$ cat src/rtl/ssr_pkg.sv
// ----------------------------------------------------------------------------
// ssr_pkg : shared constants and types for the rescore-and-sort block
// capacity, code points and the per-cell control word
// ----------------------------------------------------------------------------
package ssr_pkg;

   localparam int MAX_ENTRIES = 64;
   localparam int NUM_HINTS   = 4;

   localparam int IDX_W = (MAX_ENTRIES > 1) ? $clog2(MAX_ENTRIES) : 1;
   localparam int CNT_W = $clog2(MAX_ENTRIES + 1);

   // request modes
   localparam logic [1:0] MODE_LOAD   = 2'd0;
   localparam logic [1:0] MODE_HINT   = 2'd1;
   localparam logic [1:0] MODE_FINISH = 2'd2;

   // result kinds
   localparam logic [1:0] KIND_HINT_ACK = 2'd0;
   localparam logic [1:0] KIND_SORTED   = 2'd1;
   localparam logic [1:0] KIND_OVERFLOW = 2'd2;

   // cell operations
   localparam logic [2:0] CELL_HOLD  = 3'd0;
   localparam logic [2:0] CELL_LOAD  = 3'd1;
   localparam logic [2:0] CELL_HINT  = 3'd2;
   localparam logic [2:0] CELL_SORT  = 3'd3;
   localparam logic [2:0] CELL_SHIFT = 3'd4;

   typedef struct packed {
      logic [2:0]  op;
      logic        phase;
      logic [31:0] load_word;
      logic [31:0] load_score;
      logic [31:0] hint_word;
      logic [31:0] hint_score;
   } cell_ctrl_type;

endpackage

$ cat src/rtl/ssr_cell.sv
// ----------------------------------------------------------------------------
// ssr_cell : one slot of the entry chain
// holds a word and score, loads, rescores, compare-swaps and shifts left
// ----------------------------------------------------------------------------
module ssr_cell (
   input  logic                        clock,
   input  ssr_pkg::cell_ctrl_type      ctrl,
   input  logic [ssr_pkg::IDX_W-1:0]   cell_index,
   input  logic [ssr_pkg::CNT_W-1:0]   count,
   input  logic                        has_left,
   input  logic [31:0]                 left_word,
   input  logic [31:0]                 left_score,
   input  logic [31:0]                 right_word,
   input  logic [31:0]                 right_score,
   input  logic                        found_in,
   output logic                        found_out,
   output logic [31:0]                 word,
   output logic [31:0]                 score
);
   import ssr_pkg::*;

   logic [31:0]  word_ff, word_in;
   logic [31:0]  score_ff, score_in;
   logic [CNT_W:0] idx_ext;
   logic         self_valid;
   logic         right_valid;
   logic         hit;

   assign idx_ext     = {1'b0, CNT_W'(cell_index)};
   assign self_valid  = idx_ext < {1'b0, count};
   assign right_valid = (idx_ext + 1'b1) < {1'b0, count};
   assign hit         = self_valid && (word_ff == ctrl.hint_word);
   assign found_out   = found_in || hit;

   always_comb begin
      word_in  = word_ff;
      score_in = score_ff;
      case (ctrl.op)
         CELL_LOAD: begin
            if (idx_ext == {1'b0, count}) begin
               word_in  = ctrl.load_word;
               score_in = ctrl.load_score;
            end
         end
         CELL_HINT: begin
            if (hit && !found_in) begin
               score_in = ctrl.hint_score;
            end
         end
         CELL_SORT: begin
            if (cell_index[0] == ctrl.phase) begin
               // paired with right neighbour, larger score moves left
               if (right_valid && ($signed(score_ff) < $signed(right_score))) begin
                  word_in  = right_word;
                  score_in = right_score;
               end
            end else begin
               if (has_left && self_valid && ($signed(left_score) < $signed(score_ff))) begin
                  word_in  = left_word;
                  score_in = left_score;
               end
            end
         end
         CELL_SHIFT: begin
            word_in  = right_word;
            score_in = right_score;
         end
         default: begin
            word_in  = word_ff;
            score_in = score_ff;
         end
      endcase
   end

   always_ff @(posedge clock) begin
      word_ff  <= word_in;
      score_ff <= score_in;
   end

   assign word  = word_ff;
   assign score = score_ff;

endmodule

$ cat config.mk
export PLATFORM = sky130hd
export DESIGN_NAME = ssr_cell
export DESIGN_NICKNAME = d
export VERILOG_FILES = /design/src/rtl/ssr_pkg.sv /design/src/rtl/ssr_cell.sv
export SDC_FILE = /design/constraint.sdc
export NUM_CORES = 1
export LEC_CHECK = 0
export ABC_AREA = 1
export BUFFER_PORTS_ARGS = -buffer_cell sky130_fd_sc_hd__buf_2
export CAP_MARGIN = 0
export CORE_MARGIN = 8
export CORE_UTILIZATION = 40
export DETAILED_ROUTE_END_ITERATION = 12
export PLACE_DENSITY = 0.74
export SYNTH_ARGS = -nofsm -noshare
export SYNTH_HDL_FRONTEND = slang
export SYNTH_SLANG_ARGS = --single-unit
$ cat constraint.sdc
create_clock -name clock -period 3.2 [get_ports clock]
set_input_delay 0.32 -clock clock [delete_from_list [all_inputs] [get_ports clock]]
set_output_delay 0.32 -clock clock [all_outputs]
set_load 0.01 [all_outputs]
==> results of run 1 <==
==> through the flow <==
stage | instance area, µm² | total power, µW
2_1_floorplan | 6360 | 1620
3_3_place_gp | 8270 | 2040
3_5_place_dp | 8270 | 2060
4_1_cts | 8520 | 2930
5_1_grt | 8520 | 3090
6_report | 8520 | 2920
==> critical path, cell delays in order (launching register included) <==
cell and delay [ns]:
edfxtp_1 0.43, ha_1 0.38, nand2_1 0.12, nor4_2 0.39, nand2_1 0.08, nor2_1 0.14, nand2_1 0.10, nand3b_1 0.11
nand3_2 0.08, nand3_2 0.07, nand2_1 0.05, inv_1 0.07, buf_4 0.32
==> layout make-up <==
| class | count | area (µm²) |
|---|---|---|
| diodes | 2 | 5.00 |
| clock buffers | 9 | 225 |
| clock inverters | 5 | 26.3 |
| fillers | 1541 | 7190 |
| inverters | 105 | 394 |
| multi-input cells | 633 | 3890 |
| flip-flops and latches | 64 | 1920 |
| well taps | 216 | 270 |
| repair buffers | 350 | 1790 |
==> synth_stat cells (2+ instances only) <==
cell	instances	area share
a211oi_1	9	0.011
a21o_1	3	0.0035
a21oi_1	34	0.027
a221oi_1	9	0.012
buf_1	3	0.0018
buf_2	18	0.014
buf_4	3	0.0035
clkbuf_1	14	0.0083
edfxtp_1	64	0.30
ha_1	76	0.15
inv_1	102	0.060
inv_2	3	0.0018
nand2_1	204	0.12
nand3_1	41	0.032
nand3_2	2	0.0031
nand3b_1	3	0.0035
nand4_1	8	0.0079
nor2_1	67	0.040
nor3_1	10	0.0079
o2111ai_1	23	0.032
o211ai_1	54	0.064
o21ai_0	45	0.035
o22ai_1	2	0.0020
xnor2_1	14	0.019
xor2_1	15	0.021
==> metal layers <==
layer,global-route usage,part of all wire
met5,0,0.00047
met4,0.0673,0.022
met3,0.0668,0.085
met2,0.406,0.48
met1,0.298,0.41
==> flip-flops by register name, summed over array words and instances, names as in the netlist <==
name,count
score,32
word,32
==> cells by family after synthesis <==
kind of cell | Yosys count | share of synthesized area
AO/OA/AOI/OAI | 183 | 0.191
XOR/XNOR | 29 | 0.0399
adder cells (fa/ha/maj) | 76 | 0.150
buffers and inverters | 143 | 0.0897
flip-flops | 64 | 0.302
AND/OR/NAND/NOR | 345 | 0.227
==> final timing paths <==
check,endpoint,slack [ns],cells past startpoint,from
worst max-delay path,score[11],0.50,12,score[31]
worst min-delay path,score[25],0.26,3,ctrl[89]
worst max register to register,score[11],0.50,12,score[31]
worst min register to register,score[31],1.18,8,word[17]
==> where the power goes <==
group	switching, µW	internal [µW]
registers	58.4	1030
clock network	355	508
logic	559	412
total	972	1950
==> flow_metrics.env, run 1 <==
export IMPL_grt_max_degree=69
export IMPL_dr_pass1_iters=7
export IMPL_timing_fmax_mhz=371
export IMPL_synth_seq_cells=64
export IMPL_dp_cells=1368
export IMPL_hold_buffers=0
export IMPL_crit_type="reg2reg"
export IMPL_tns_ns=0
export IMPL_synth_distinct_cells=39
export IMPL_num_io_pins=341
export IMPL_hp_class="in2reg"
export IMPL_wire_per_inst_um=18.4
export IMPL_synth_edf_count=64
export IMPL_p_leak_uw=0.00429
export IMPL_worst_setup_path_end_kind="register"
export IMPL_syn_area_per_cell_um2=7.57
export IMPL_async_flop_share=0
export IMPL_cts_tree="done"
export IMPL_max_cap_viol_count=0
export IMPL_grt_pass1_vias=7391
export IMPL_h_tree_depth=3
export IMPL_rows=46
export IMPL_post_drt_via_cell_ratio=5.27
export IMPL_path_max_fanout=22
export IMPL_final_cell_mix="buf_2, nand2_1, inv_1"
export IMPL_die_w_um=142
export IMPL_vias=7292
export IMPL_grt_pass1_wl_mm=38.5
export IMPL_hpwl_mm=19.9
export IMPL_clockRootBuffer="clkbuf_16"
export IMPL_cts_resized=0
export IMPL_hold_viol=0
export IMPL_routed_wl_mm=25.5
export IMPL_clkSinkCount=64
export IMPL_dieHeight_um=142
export IMPL_area_delta_synth_final_pct=34.0
export IMPL_start_util=0.405
export IMPL_coreArea_um2=15700
export IMPL_globalRouteOverflowTotal=0
export IMPL_fin_skew_ns=0.00502
export IMPL_grt_usage=0.242
export IMPL_synth_fp_nets=1192
export IMPL_fin_ws_ns=0.502
export IMPL_yosys_warnings=0
export IMPL_drive_gt1_frac=0.322
export IMPL_netlist_instances=840
export IMPL_finalCriticalPeriod_ns=2.70
export IMPL_dieArea_um2=20200
export IMPL_max_slew_margin=0.331
export IMPL_numCtsBuffers=9
export IMPL_antenna_found_initial=2
export IMPL_final_util=0.542
export IMPL_synth_top_flop_cell="edfxtp_1"
export IMPL_arrival_ns=2.69
export IMPL_drtIter0Drc=476
export IMPL_status="finished, final reports clean"
export IMPL_cp_required_ns=3.20
export IMPL_syn_cell_area_um2=6360
export IMPL_clk_latency_ns=0.33
export IMPL_drv_slew=0
export IMPL_layout_commonest_cell="buf_2"
export IMPL_io_buffer_count=340
export IMPL_clockBufferDepth=2
export IMPL_holdWs_ns=0.265
export IMPL_final_cell_count_no_fill=1384
export IMPL_ir_drop_v=0.000254
export IMPL_ys_seq_area_frac=0.302
export IMPL_worst_setup_path_start_kind="register"
export IMPL_powerDensity_nw_per_um2=342
export IMPL_rsz0062_at_grt="no"
export IMPL_post_place_ws_ns=0.400
export IMPL_worstMarginPinSlew_ns=1.00
export IMPL_antenna_left=0
export IMPL_post_route_period_util=0.843
export IMPL_post_cts_setup_buffers=0
export IMPL_nets=1515
export IMPL_gp_congestion=0.916
export IMPL_clk_pin_slew_worst_paths_ns=0.06
export IMPL_setup_violations=0
export IMPL_route_detailed_drc=0
(Power assumes the default switching activity.)
==> inputs of run 2 (changes only) <==
clock period = 2.6 ns   (was 3.2 ns; I/O delays follow)
==> run 2 against run 1 <==
Against the previous run:
- via count is 1.7% higher
- final cell count is 1.1% higher
- worst hold slack worse by 0.071 ns
- global-route usage is 0.13 points higher
- combinational power is 31% higher
- sequential power is 23% higher
- core utilization is 1.7 points higher
- non-clock buffer count is 12 higher
- clock power is 37% higher
- critical endpoint is now score[13]
- largest power group unchanged
==> flow_metrics.env, run 2 (synthesis gave the netlist of run 1 again) <==
export IMPL_r2r_start="score[29]"
export IMPL_drv_slew=0
export IMPL_regToRegEndpoint="score[13]"
export IMPL_max_slew_margin=0.454
export IMPL_cp_required_ns=2.70
export IMPL_finalCriticalPeriod_ns=2.45
export IMPL_status="finished, final reports clean"
export IMPL_io_buffer_count=340
export IMPL_rows=46
export IMPL_hold_buffers=0
export IMPL_post_route_period_util=0.943
export IMPL_finalPower_uw=3780
export IMPL_path_cells="ha_1 > nand2_1 > nor4_4 > nand2_1 > nor2_1 > nand2_1 > nand2_1 > nand2_1 > nand3_2 > nand3_2 > nand2_2 > clkinvlp_4 > buf_12 > clkbuf_16"
export IMPL_antenna_left=0
export IMPL_drtIter0Drc=472
export IMPL_ff2ff_setup_slack_ns=0.15
export IMPL_globalRouteOverflowTotal=0
export IMPL_min_to="score[21]"
export IMPL_wire_per_inst_um=18.4
export IMPL_clockBufferDepth=2
export IMPL_gp_congestion=0.920
export IMPL_grt_usage=0.244
export IMPL_rr_worst_depth=14
export IMPL_path_common_cell="nand2_1"
export IMPL_die_w_um=142
export IMPL_dieHeight_um=142
export IMPL_fin_ws_ns=0.148
export IMPL_ir_drop_v=0.000277
export IMPL_clockRootBuffer="clkbuf_16"
export IMPL_routed_wl_mm=25.7
export IMPL_dr_pass1_iters=5
export IMPL_powerDensity_nw_per_um2=430
export IMPL_hpwl_mm=20.4
export IMPL_timing_fmax_mhz=408
export IMPL_area_delta_synth_final_pct=38.3
export IMPL_start_util=0.405
export IMPL_hold_depth=3
export IMPL_vias=7413
export IMPL_post_drt_via_cell_ratio=5.30
export IMPL_drive_gt1_frac=0.338
export IMPL_coreArea_um2=15700
export IMPL_dieArea_um2=20200
export IMPL_worstHoldStart="ctrl[85]"
export IMPL_crit_slowest_cell="edfxtp_1"
export IMPL_tns_ns=0
export IMPL_setup_violations=0
export IMPL_grt_pass1_wl_mm=38.5
export IMPL_num_io_pins=341
export IMPL_p_leak_uw=0.00437
export IMPL_worst_setup_path_end_kind="register"
export IMPL_clkSinkCount=64
export IMPL_route_detailed_drc=0
export IMPL_path_max_fanout=6
export IMPL_grt_pass1_vias=7236
export IMPL_antenna_found_initial=4
export IMPL_numCtsBuffers=9
export IMPL_max_stage_delay_ns=0.42
export IMPL_post_place_ws_ns=0.0116
export IMPL_max_cap_viol_count=0
export IMPL_grt_max_degree=96
export IMPL_h_tree_depth=3
export IMPL_final_cell_mix="buf_2, nand2_1, inv_1"
export IMPL_hold_viol=0
export IMPL_crit_type="reg2reg"
export IMPL_cts_tree="done"
export IMPL_clk_latency_ns=0.34
export IMPL_arrival_ns=2.55
export IMPL_nets=1527
export IMPL_worstMarginPinSlew_ns=0.819
export IMPL_fin_skew_ns=0.00861
export IMPL_hp_class="in2reg"
export IMPL_clk_pin_slew_worst_paths_ns=0.05
export IMPL_layout_commonest_cell="buf_2"
export IMPL_worst_setup_path_start_kind="register"
run 2: cell count changes in the layout (fill, tap and decap cells not counted), sizes merged:
cell | before | now
inv | 105 | 103
diode | 2 | 4
bufinv | 0 | 1
clkinvlp | 1 | 3
clkbuf | 9 | 13
buf | 350 | 360
clkinv | 4 | 2
run 2: worst max-delay path by stage:
stage | startpoint | end | slack (ns) | depth (start not counted)
2_1_floorplan | score[31] | word[0] | 0.10 | 12
3_3_place_gp | cell_index[0] | score[3] | 0.03 | 18
3_5_place_dp | cell_index[0] | word[7] | 0.01 | 18
4_1_cts | score[31] | score[1] | 0.08 | 12
5_1_grt | score[5] | score[19] | -0.005 | 17
6_report | score[29] | score[13] | 0.15 | 14
run 2: where the power goes:
group | internal, µW | total, µW | switching, µW
clock network | 732 | 1180 | 445
logic | 556 | 1270 | 711
registers | 1260 | 1330 | 70.4
run 2: through the flow:
stage | instance area (µm²) | std cells | util | hold WS [ns]
after detailed placement | 8360 | 1376 | 0.532 | 0.535
after CTS | 8640 | 1391 | 0.550 | 0.178
after floorplan | 6370 | 840 | - | 0.446
after global placement | 8360 | 1376 | 0.532 | 0.538
final | 8790 | 1399 | 0.560 | 0.194
after global routing | 8790 | 1399 | 0.560 | 0.196
run 2: worst max-delay path, delay by kind of cell, from the launching register on:
kind                       cells  cell delay [ns]
and+or+nand+nor               10             1.06
DFF                            1             0.42
buffers and inverters          3             0.39
adders and majority gates      1             0.32
run 2: layout make-up:
type,instances,area (µm²)
sequential,64,1920
clock inverter,4,46.3
multi-input combinational,633,3950
clock buffer,11,233
inverter,105,402
antenna,4,10.0
timing repair buffer,362,1960
fill,1520,6920
tap,216,270
run 2: per-layer routing:
layer,wire length (µm),GRT usage,up-vias,part of all wire
met1,10500,0.304,3421,0.41
met3,2140,0.0604,43,0.083
met5,0,0,-,0
li1,-,-,3607,-
met4,626,0.0933,0,0.024
met2,12400,0.397,342,0.48
run 2: repair_timing:
item	in CTS	in global routing
buffers inserted	0	1
gates resized for setup	0	14
endpoints found under the setup margin	0	64
